$ cat src/sv/rort_pkg.sv
// ----------------------------------------------------------------------------
// rort_pkg
// Shared types and constants for the range offset remap table.
// ----------------------------------------------------------------------------
`default_nettype none

package rort_pkg;

    localparam int MAX_ENTRIES_DEF = 16;
    localparam int VALUE_WIDTH_DEF = 32;

    typedef enum logic [1:0] {
        CMD_ADD   = 2'd0,
        CMD_VALUE = 2'd1,
        CMD_RANGE = 2'd2
    } cmd_t;

    localparam logic [1:0] STAT_OK       = 2'd0;
    localparam logic [1:0] STAT_FULL     = 2'd1;
    localparam logic [1:0] STAT_ZERO_LEN = 2'd2;

    typedef struct packed {
        logic hit;
        logic found;
    } scan_flags_t;

endpackage

`default_nettype wire

$ cat src/sv/rort_mem.sv
// ----------------------------------------------------------------------------
// rort_mem
// Entry store: one write port, one read port, registered read data.
// ----------------------------------------------------------------------------
`default_nettype none

module rort_mem #(
    parameter int DEPTH = 16,
    parameter int DW    = 96,
    parameter int AW    = 4
) (
    input  wire logic          clk,
    input  wire logic          rst_n,
    input  wire logic          we,
    input  wire logic [AW-1:0] waddr,
    input  wire logic [DW-1:0] wdata,
    input  wire logic          re,
    input  wire logic [AW-1:0] raddr,
    output logic      [DW-1:0] rdata,
    output logic               rvalid
);
    logic [DW-1:0] mem [DEPTH];
    logic [DW-1:0] rdata_reg;
    logic          rvalid_reg;

    always_ff @(posedge clk)
    begin
        if (we)
        begin
            mem[waddr] <= wdata;
        end
        if (re)
        begin
            rdata_reg <= mem[raddr];
        end
    end

    always_ff @(posedge clk or negedge rst_n)
    begin
        if (!rst_n)
        begin
            rvalid_reg <= 1'b0;
        end
        else
        begin
            rvalid_reg <= re;
        end
    end

    assign rdata  = rdata_reg;
    assign rvalid = rvalid_reg;

endmodule

`default_nettype wire

$ cat src/sv/rort_scan.sv
// ----------------------------------------------------------------------------
// rort_scan
// Per-entry scan: first containing entry, and smallest entry endpoint
// strictly between the current point and the range end.
// ----------------------------------------------------------------------------
`default_nettype none

module rort_scan #(
    parameter int W = 32
) (
    input  wire logic            clk,
    input  wire logic            rst_n,
    input  wire logic            clear,
    input  wire logic            in_valid,
    input  wire logic [W-1:0]    src,
    input  wire logic [W-1:0]    dst,
    input  wire logic [W-1:0]    len,
    input  wire logic [W:0]      cur,
    input  wire logic [W:0]      qe,
    output rort_pkg::scan_flags_t flags,
    output logic      [W-1:0]    mapped,
    output logic      [W:0]      next_pt
);
    import rort_pkg::*;

    scan_flags_t flags_reg;
    logic [W-1:0] mapped_reg;
    logic [W:0]   next_reg;
    logic [W:0]   src_x;
    logic [W:0]   end_x;
    logic [W:0]   diff;
    logic         contains;
    logic         c1;
    logic         c2;
    logic [W:0]   cand;
    logic         take;

    always_comb
    begin
        src_x    = {1'b0, src};
        end_x    = {1'b0, src} + {1'b0, len};
        diff     = cur - src_x;
        contains = (src_x <= cur) && (diff < {1'b0, len});
        c1       = (src_x > cur) && (src_x < qe);
        c2       = (end_x > cur) && (end_x < qe);
        cand     = c1 ? src_x : end_x;
        take     = (c1 || c2) && (!flags_reg.found || (cand < next_reg));
    end

    always_ff @(posedge clk or negedge rst_n)
    begin
        if (!rst_n)
        begin
            flags_reg <= '0;
        end
        else if (clear)
        begin
            flags_reg <= '0;
        end
        else if (in_valid)
        begin
            if (contains)
            begin
                flags_reg.hit <= 1'b1;
            end
            if (take)
            begin
                flags_reg.found <= 1'b1;
            end
        end
    end

    always_ff @(posedge clk)
    begin
        if (!clear && in_valid)
        begin
            if (contains && !flags_reg.hit)
            begin
                mapped_reg <= cur[W-1:0] + dst - src;
            end
            if (take)
            begin
                next_reg <= cand;
            end
        end
    end

    assign flags   = flags_reg;
    assign mapped  = mapped_reg;
    assign next_pt = next_reg;

endmodule

`default_nettype wire

$ cat src/sv/range_offset_remap_table.sv
// ----------------------------------------------------------------------------
// range_offset_remap_table
// Remap table with add, value lookup and range split-and-map commands.
// ----------------------------------------------------------------------------
// One item at a time. An add writes the entry on acceptance, then hands its
// status to the output register. A value lookup makes one memory read per
// stored entry through the single read port (none with an empty table), then
// gives the result. A range lookup emits P pieces (1 to 2N+1), N being the
// number of stored entries, and runs a full scan for each piece, since every
// piece rescans the whole table for its containing entry and the next endpoint.
// An input item is taken while the previous result waits in the output
// register. No clearing pass after reset.
`default_nettype none

module range_offset_remap_table #(
    parameter int MAX_ENTRIES = rort_pkg::MAX_ENTRIES_DEF,
    parameter int VALUE_WIDTH = rort_pkg::VALUE_WIDTH_DEF
) (
    input  wire logic clk,
    input  wire logic rst_n,
    input  wire logic s_axis_tvalid,
    output logic      s_axis_tready,
    // query_start, query_length, entry_source, entry_dest, entry_length
    input  wire logic [((5*VALUE_WIDTH+7)/8)*8-1:0] s_axis_tdata,
    // command
    input  wire logic [1:0] s_axis_tuser,
    output logic      m_axis_tvalid,
    input  wire logic m_axis_tready,
    // mapped_start, piece_length
    output logic [((2*VALUE_WIDTH+7)/8)*8-1:0] m_axis_tdata,
    // matched, status
    output logic [2:0] m_axis_tuser,
    output logic       m_axis_tlast
);
    import rort_pkg::*;

    localparam int W     = VALUE_WIDTH;
    localparam int CW    = $clog2(MAX_ENTRIES + 1);
    localparam int AW    = (MAX_ENTRIES > 1) ? $clog2(MAX_ENTRIES) : 1;
    localparam int ODW   = ((2*VALUE_WIDTH+7)/8)*8;

    typedef enum logic [2:0] {
        ST_IDLE = 3'b001,
        ST_SCAN = 3'b010,
        ST_ADD  = 3'b100
    } state_t;

    state_t      state_reg, state_next;
    logic [1:0]  cmd_reg, cmd_next;
    logic [W:0]  cur_reg, cur_next;
    logic [W:0]  qe_reg, qe_next;
    logic [CW-1:0] issue_reg, issue_next;
    logic [CW-1:0] count_reg, count_next;
    logic [1:0]  add_status_reg, add_status_next;

    logic         m_valid_reg, m_valid_next;
    logic [W-1:0] m_mapped_reg, m_mapped_next;
    logic [W-1:0] m_len_reg, m_len_next;
    logic         m_match_reg, m_match_next;
    logic         m_last_reg, m_last_next;
    logic [1:0]   m_status_reg, m_status_next;

    logic [W-1:0] qs, ql, es, ed, el;
    logic         accept, out_free, scan_done, rd_en, we, scan_clear;
    logic [1:0]   add_status;
    logic [3*W-1:0] rdata;
    logic         rvalid;
    scan_flags_t  flags;
    logic [W-1:0] scan_mapped;
    logic [W:0]   next_pt;
    logic [W:0]   nxt;

    assign qs = s_axis_tdata[W-1:0];
    assign ql = s_axis_tdata[2*W-1:W];
    assign es = s_axis_tdata[3*W-1:2*W];
    assign ed = s_axis_tdata[4*W-1:3*W];
    assign el = s_axis_tdata[5*W-1:4*W];

    assign s_axis_tready = (state_reg == ST_IDLE);
    assign accept        = s_axis_tvalid && s_axis_tready;
    assign out_free      = !m_valid_reg || m_axis_tready;
    assign rd_en         = (state_reg == ST_SCAN) && (issue_reg != count_reg);
    assign scan_done     = (state_reg == ST_SCAN) && (issue_reg == count_reg) && !rvalid;

    always_comb
    begin
        if (count_reg == CW'(MAX_ENTRIES))
        begin
            add_status = STAT_FULL;
        end
        else if (el == '0)
        begin
            add_status = STAT_ZERO_LEN;
        end
        else
        begin
            add_status = STAT_OK;
        end
    end

    assign we  = accept && (s_axis_tuser == CMD_ADD) && (add_status == STAT_OK);
    assign nxt = flags.found ? next_pt : qe_reg;

    always_comb
    begin
        state_next      = state_reg;
        cmd_next        = cmd_reg;
        cur_next        = cur_reg;
        qe_next         = qe_reg;
        issue_next      = issue_reg;
        count_next      = count_reg;
        add_status_next = add_status_reg;
        m_valid_next    = m_valid_reg && !m_axis_tready;
        m_mapped_next   = m_mapped_reg;
        m_len_next      = m_len_reg;
        m_match_next    = m_match_reg;
        m_last_next     = m_last_reg;
        m_status_next   = m_status_reg;
        scan_clear      = 1'b0;

        if (rd_en)
        begin
            issue_next = issue_reg + 1'b1;
        end

        case (state_reg)
            ST_IDLE:
            begin
                if (accept)
                begin
                    cmd_next   = s_axis_tuser;
                    cur_next   = {1'b0, qs};
                    qe_next    = {1'b0, qs} + {1'b0, ql};
                    issue_next = '0;
                    case (s_axis_tuser)
                        CMD_ADD:
                        begin
                            add_status_next = add_status;
                            if (add_status == STAT_OK)
                            begin
                                count_next = count_reg + 1'b1;
                            end
                            state_next = ST_ADD;
                        end
                        CMD_VALUE, CMD_RANGE:
                        begin
                            scan_clear = 1'b1;
                            state_next = ST_SCAN;
                        end
                        default:
                        begin
                            state_next = ST_IDLE;
                        end
                    endcase
                end
            end
            ST_ADD:
            begin
                if (out_free)
                begin
                    m_valid_next  = 1'b1;
                    m_mapped_next = '0;
                    m_len_next    = '0;
                    m_match_next  = 1'b0;
                    m_last_next   = 1'b1;
                    m_status_next = add_status_reg;
                    state_next    = ST_IDLE;
                end
            end
            ST_SCAN:
            begin
                if (scan_done && out_free)
                begin
                    m_valid_next  = 1'b1;
                    m_mapped_next = flags.hit ? scan_mapped : cur_reg[W-1:0];
                    m_match_next  = flags.hit;
                    m_status_next = STAT_OK;
                    if (cmd_reg == CMD_RANGE)
                    begin
                        m_len_next  = W'(nxt - cur_reg);
                        m_last_next = !flags.found;
                        cur_next    = nxt;
                        if (flags.found)
                        begin
                            issue_next = '0;
                            scan_clear = 1'b1;
                        end
                        else
                        begin
                            state_next = ST_IDLE;
                        end
                    end
                    else
                    begin
                        m_len_next  = '0;
                        m_last_next = 1'b1;
                        state_next  = ST_IDLE;
                    end
                end
            end
            default:
            begin
                state_next = ST_IDLE;
            end
        endcase
    end

    always_ff @(posedge clk or negedge rst_n)
    begin
        if (!rst_n)
        begin
            state_reg   <= ST_IDLE;
            issue_reg   <= '0;
            count_reg   <= '0;
            m_valid_reg <= 1'b0;
        end
        else
        begin
            state_reg   <= state_next;
            issue_reg   <= issue_next;
            count_reg   <= count_next;
            m_valid_reg <= m_valid_next;
        end
    end

    always_ff @(posedge clk)
    begin
        cmd_reg        <= cmd_next;
        cur_reg        <= cur_next;
        qe_reg         <= qe_next;
        add_status_reg <= add_status_next;
        m_mapped_reg   <= m_mapped_next;
        m_len_reg      <= m_len_next;
        m_match_reg    <= m_match_next;
        m_last_reg     <= m_last_next;
        m_status_reg   <= m_status_next;
    end

    rort_mem #(
        .DEPTH (MAX_ENTRIES),
        .DW    (3*W),
        .AW    (AW)
    ) u_mem (
        .clk    (clk),
        .rst_n  (rst_n),
        .we     (we),
        .waddr  (count_reg[AW-1:0]),
        .wdata  ({el, ed, es}),
        .re     (rd_en),
        .raddr  (issue_reg[AW-1:0]),
        .rdata  (rdata),
        .rvalid (rvalid)
    );

    rort_scan #(
        .W (W)
    ) u_scan (
        .clk      (clk),
        .rst_n    (rst_n),
        .clear    (scan_clear),
        .in_valid (rvalid),
        .src      (rdata[W-1:0]),
        .dst      (rdata[2*W-1:W]),
        .len      (rdata[3*W-1:2*W]),
        .cur      (cur_reg),
        .qe       (qe_reg),
        .flags    (flags),
        .mapped   (scan_mapped),
        .next_pt  (next_pt)
    );

    assign m_axis_tvalid = m_valid_reg;
    assign m_axis_tdata  = ODW'({m_len_reg, m_mapped_reg});
    assign m_axis_tuser  = {m_status_reg, m_match_reg};
    assign m_axis_tlast  = m_last_reg;

    a_count_bound: assert property (@(posedge clk) disable iff (!rst_n)
        count_reg <= CW'(MAX_ENTRIES))
        else $error("entry count beyond table size");

    a_read_in_table: assert property (@(posedge clk) disable iff (!rst_n)
        rd_en |-> (issue_reg < count_reg))
        else $error("read beyond stored entries");

    a_write_only_idle: assert property (@(posedge clk) disable iff (!rst_n)
        we |-> (state_reg == ST_IDLE) && (count_reg < CW'(MAX_ENTRIES)))
        else $error("table write outside idle or into full table");

endmodule

`default_nettype wire

$ cat config.mk
export PLATFORM = sky130hd
export DESIGN_NAME = range_offset_remap_table
export DESIGN_NICKNAME = d
export VERILOG_FILES = /design/src/sv/rort_pkg.sv /design/src/sv/rort_mem.sv /design/src/sv/rort_scan.sv /design/src/sv/range_offset_remap_table.sv
export SDC_FILE = /design/constraint.sdc
export NUM_CORES = 2
export LEC_CHECK = 0
export BUFFER_PORTS_ARGS = -buffer_cell sky130_fd_sc_hd__buf_2
export CAP_MARGIN = 10
export CORE_MARGIN = 1
export CORE_UTILIZATION = 65
export DETAILED_ROUTE_END_ITERATION = 16
export PLACE_DENSITY = 0.83
export SLEW_MARGIN = 10
export SYNTH_ARGS = -nofsm -noshare
export SYNTH_HDL_FRONTEND = slang
export SYNTH_SLANG_ARGS = --single-unit
$ cat constraint.sdc
create_clock -name clk -period 19.8 [get_ports clk]
set_clock_uncertainty 0.2 [all_clocks]
set_input_delay 2.97 -clock clk [delete_from_list [all_inputs] [get_ports clk]]
set_output_delay 2.97 -clock clk [all_outputs]
set_load 0.05 [all_outputs]
Word-level counts from Yosys, hierarchy flattened --
Memories as Yosys holds them, arrays and structs flattened. A register that Yosys moved wholly into a read port is not among the register bits. Index checks and enable logic that the tools add are counted.
Cells by class: magnitude comparators 7, reduce and logical (&&, ||, !) cells 42, eq/ne operators 14, add/subtract/negate cells 8, muxes and demuxes 53
Operators with widths (count):
- $mux 33 | 5
- $mux 32 | 5
- $pmux 32 s2 | 2
- $add 32x32->33 | 2
- $lt 33x33->1 | 2
- $pmux 33 s2 | 1
- $sub 32x32->32 | 2
- $gt 32x33->1 | 1
- $gt 33x33->1 | 1
- $le 32x33->1 | 1
- $lt 32x33->1 | 1
- $lt 33x32->1 | 1
- $sub 33x32->33 | 1
- $add 32x32->32 | 1
- $logic_not 32->1 | 1
- $mux 5 | 5
- $mux 1 | 16
- $mux 3 | 5
- $logic_and 1x1->1 | 14
- $mux 2 | 6
- $reduce_and 4->1 | 3
- $add 5x1->5 const B | 2
- $pmux 5 s2 | 1
- $reduce_and 2->1 | 5
- 21 further kinds | 40
Word-level totals: bits in writable memories 1536, memories kept 1, input bits 166, register bits after elaboration 220, output and inout port bits 70, word-level logic and storage cells 143
Memory list:
- u_mem.mem | depth 16, width 96, read ports 1, clocked after Yosys merged registers in 1, wr ports 1, RTL line rort_mem.sv:22 | logic [DW-1:0] mem [DEPTH];

Longest topological paths before layout --
depth in word-level cells 9, mapped depth 23, depth with buffers taken out 21

Hierarchy --
From an unflattened synthesis, not the netlist that was laid out.
Second synthesis, totals: cells, all modules 4917, area total of the unflattened synthesis 82492.9 sq um
Modules (own cells, without submodules):
- rort_mem | times used 1, seq. area each 49032.0 sq um, cells each 2461, area each 60341.6 sq um
- rort_scan | times used 1, seq. area each 2001.9 sq um, cells each 1491, area each 12325.6 sq um
- range_offset_remap_table | times used 1, seq. area each 4495.6 sq um, cells each 965, area each 9825.7 sq um

Worst setup path after synthesis --
OpenSTA, ideal clock, no wires.
kind input to register, start point input s_axis_tuser[0], end point memory u_mem.mem[3][0], enable pin, stages 6, arrival 10.425 ns, slack 8.507 ns, required time 18.932 ns, path through inv_1 > ha_1 > and3_1 > nor3b_2 > nand2_1 > nor3_1
Between the ends: longest elaborated chain between the ends 5
RTL lines:
- start, declared | RTL line range_offset_remap_table.sv:26 | input wire logic [1:0] s_axis_tuser,
- $logic_not 2->1 | RTL line range_offset_remap_table.sv:101 | assign we = accept && (s_axis_tuser == CMD_ADD) && (add_status == STAT_OK);
- $logic_and 1x1->1 (2 in a row) | RTL line range_offset_remap_table.sv:101
- $mux 1 | RTL line rort_mem.sv:28 | if (we)
- $mux 1 (implied by the code) | RTL line rort_mem.sv:30 | mem[waddr] <= wdata;
- end, declared | RTL line rort_mem.sv:22
No other way between the ends.

Final worst setup path --
start point register u_mem.rdata_reg[1] (netlist: u_mem.rdata[1]), read port of u_mem.mem, end point register u_scan.next_reg[13] (netlist: u_scan.next_pt[13]), enable pin
Between the ends: longest elaborated chain between the ends 7, elaborated cells on any way between the ends 13
RTL lines:
- start, declared | RTL line rort_mem.sv:23 | logic [DW-1:0] rdata_reg;
- $gt 32x33->1 or $lt 32x33->1 (tied branches) | RTL line rort_scan.sv:44 | c1 = (src_x > cur) && (src_x < qe);
- $logic_and 1x1->1 | RTL line rort_scan.sv:44
- $mux 33 (*) | RTL line rort_scan.sv:46 | cand = c1 ? src_x : end_x;
- via u_scan.cand[2] | RTL line rort_scan.sv:35 | logic [W:0] cand;
- $lt 33x33->1 (*) | RTL line rort_scan.sv:47 | take = (c1 || c2) && (!flags_reg.found || (cand < next_reg));
- $logic_or 1x1->1 (*) | RTL line rort_scan.sv:47
- $logic_and 1x1->1 (*) | RTL line rort_scan.sv:47
- $reduce_and 2->1 (no line) (*)
- end signal, assigned | RTL line rort_scan.sv:83 | next_reg <= cand;
- end, declared | RTL line rort_scan.sv:28 | logic [W:0] next_reg;
The timed path passes the listed nets; every way through them passes the cells marked *. A chain may end at the register's enable or synchronous reset.

==> reports/results.ini <==
[critical_path]
crit_family = compound AO/OA/AOI/OAI gates
reg2reg_from = u_mem.rdata[1]$_DFFE_PP_
crit_cells = 21
worst_path_largest_cell_delay_ps = 560
path_cells = inv_1, ha_1, nor2b_1, o211ai_1, nand3_1, a22o_1, a211o_4, a21oi_4, nand3_4, mux2_4, ha_1, a21o_1, a21oi_1, nor2b_1, o21ai_0, a21oi_1, o21ai_0, a21oi_1, o41a_1, a2111oi_4, buf_4
startpoint = u_mem.rdata[1]$_DFFE_PP_
cpMostUsedCell = a21oi_1
worstPathArrival_ps = 7060
cp-end-kind = flip-flop
r2r_end = u_scan.next_pt[13]$_DFFE_PP_
ff2ff_setup_slack_ps = 13000
rr_worst_depth = 21
critPathKind = flip-flop to flip-flop
crit_fanout = 53
critPathSlowestCell = nand3_4
cp-endpoint = u_scan.next_pt[13]$_DFFE_PP_
crit_required_ps = 20060
crit_path_start_kind = flip-flop
crit_buf_inv = 2

[final_layout]
largest_register_ff_count = 1536
register_area_um2 = 55500
fillers = 7279
multi_input_area_um2 = 25900
drive_above_1_share_pct = 16.1
final_cells = 7468
num-nets-final = 6178
syn2layout_area_growth_pct = 10.7

[place]
portBuffers = 235
hpwl_um = 132000
dp_cells = 7122
gp_congestion = 0.946

[timing]
max-slew-margin-rel_pct = 22.2
max_freq_ghz = 0.147
finalMaxSlewViolations = 0
period_minus_slack_ps = 6800
tns_ps = 0
worst_pin_slew_ps = 1170
finalSetupViolCount = 0
period_share_pct = 34.3
hold_violations = 0
rsz0062_at_grt = no

[drt]
vias = 51200
dr.pass1.iters = 6
drt_wl_total_um = 223000
final_antenna_net_count = 0
routedWlPerCell_um = 29.9
via_per_inst = 6.86
drt_iter0_markers = 6623
drc = 0

[clock_network]
clk_latency_ps = 840
cts_post_setup_buffers_inserted = 0
path_clk_slew_ps = 60
hold_buffers = 0
cts_buffer_depth = 3
clockRootBuffer = clkbuf_16
cts_tree = built
numCtsBuffers = 177
cts_sinks = 1852
htreeDepth = 4
post_cts_resized = 0

[yosys]
synthTopCellsByArea = edfxtp_1 66%, mux4_2 5.2%, ha_1 4.9%
synth.most_common_cell = edfxtp_1
syn_nets = 5892
synth_area_um2 = 83200
async_flop_share_pct = 0.918
yosysSeqAreaShare_pct = 66.7
avgSynthCellArea_um2 = 15.5
synth_edf_count = 1835
yosysTopAreaCell = edfxtp_1
yosys_warnings = 0
yosys.area.top_type_share_pct = 66.2
ys_types = 95
synthTopCellsByCount = 1835 x edfxtp_1, 337 x nand2_1, 333 x mux2i_1
synthFlopType = edfxtp_1
ys_seq_elements = 1852
synth_cells = 5365

[global_routing]
grt_pass1_wl_um = 325000
grt_pass1_vias = 51442
antenna_found_initial = 30
grt_usage_pct = 34.4
grt_max_degree = 127
overflow = 0

[floorplan]
die_w_um = 360
core-area_um2 = 126000
die_area_um2 = 129000
die_h_um = 360
pin_count = 236
start_util_pct = 65.9
std_cell_rows = 130

[power]
p_per_area_nw_per_um2 = 128
max-vdd-ir-drop_v = 0.000104
leakage_nw = 32.3

[outcome]
status = complete, no violations

[min_path]
hp-class = flip-flop to flip-flop

[flow_run]
max_cap_violations = 0

==> cell families after synthesis <==
family	synth area share (%)
flops	66.7
compound gates	8.84
simple gates	4.26
mux	10.7
buf+inv	2.31
fa+ha+maj	5.75
xor+xnor	1.40
==> worst reg2reg max path, delay by kind of cell (launching register included) <==
kind                     cells  cell delay, ps
AO/OA/AOI/OAI               12            3000
flip-flops                   1             510
buffers and inverters        2             600
multiplexers                 1             550
AND/OR/NAND/NOR              4             960
adder cells (fa/ha/maj)      2             610
==> layout make-up <==
cell class | instances | share of cell area, %
clock inverters | 104 | 1.08
clock buffers | 223 | 5.07
repair buffers | 308 | 1.91
multi-input cells | 3013 | 28.1
flip-flops and latches | 1852 | 60.3
inverters | 299 | 1.22
well taps | 1650 | 2.24
diodes | 19 | 0.0516
==> metrics by stage <==
step	power [mW]	util (%)	setup slack (ps)	hold WS (ps)	cell area, um2
2_1_floorplan	7.47	-	8510	280	83200
3_3_place_gp	8.38	68.5	12300	300	86400
3_5_place_dp	8.46	68.5	12270	329	86400
4_1_cts	11.8	72.9	12990	357	92100
5_1_grt	12.3	73.0	12720	367	92100
6_report	11.8	73.0	13000	361	92100
==> cells in the final DEF (no fill, tap or decap), types with 10 or more instances in the layout <==
master and n:
clkinv_2 37, nor2_1 149, edfxtp_1 1835, a22oi_1 97, buf_2 235, and2_1 19
nand2b_1 27, clkbuf_1 41, fa_1 35, o21ai_1 35, a31oi_1 17, and3_1 26
bufinv_16 12, nor2_4 12, nand4_1 46, mux2i_1 333, nor3_1 43, mux4_2 192
diode_2 19, dfrtp_1 10, nor2b_1 22, clkinv_1 35, clkbuf_16 179, nor4_1 16
buf_4 70, a21o_1 132, a221oi_1 103, o21bai_1 19, nand2_1 335, inv_1 298
xnor2_1 85, nand3_1 29, mux2_2 97, a211oi_1 20, o21ai_0 302, xor2_1 48
ha_1 326, a21oi_1 238, o21a_1 45
==> power by group <==
part           total [mW]  internal (mW)  switching (mW)
Combinational        3.70           1.46            2.24
Clock                3.34           1.84            1.49
Sequential           4.78           4.62           0.160
Total                11.8           7.92            3.90
==> per-layer routing <==
metal / vias up / global-route usage [%] / share of wire (%)
met1: 25145 / 43.0 / 35
li1: 21556 / - / -
met4: 20 / 19.3 / 5.8
met3: 767 / 7.43 / 11
met5: - / 0 / 0.067
met2: 3712 / 56.2 / 48
==> worst min path at each step <==
stage / cells after the start / endpoint / from / slack [ps]
floorplan: 1 / count_reg[4]$_DFFE_PN0P_ / count_reg[4]$_DFFE_PN0P_ / 280
global placement: 1 / count_reg[4]$_DFFE_PN0P_ / count_reg[4]$_DFFE_PN0P_ / 300
detailed placement: 1 / count_reg[4]$_DFFE_PN0P_ / count_reg[4]$_DFFE_PN0P_ / 330
CTS: 1 / count_reg[4]$_DFFE_PN0P_ / count_reg[4]$_DFFE_PN0P_ / 360
global route: 1 / count_reg[4]$_DFFE_PN0P_ / count_reg[4]$_DFFE_PN0P_ / 370
finish: 1 / count_reg[4]$_DFFE_PN0P_ / count_reg[4]$_DFFE_PN0P_ / 360
Note: power is estimated with default switching activity, not from simulation.
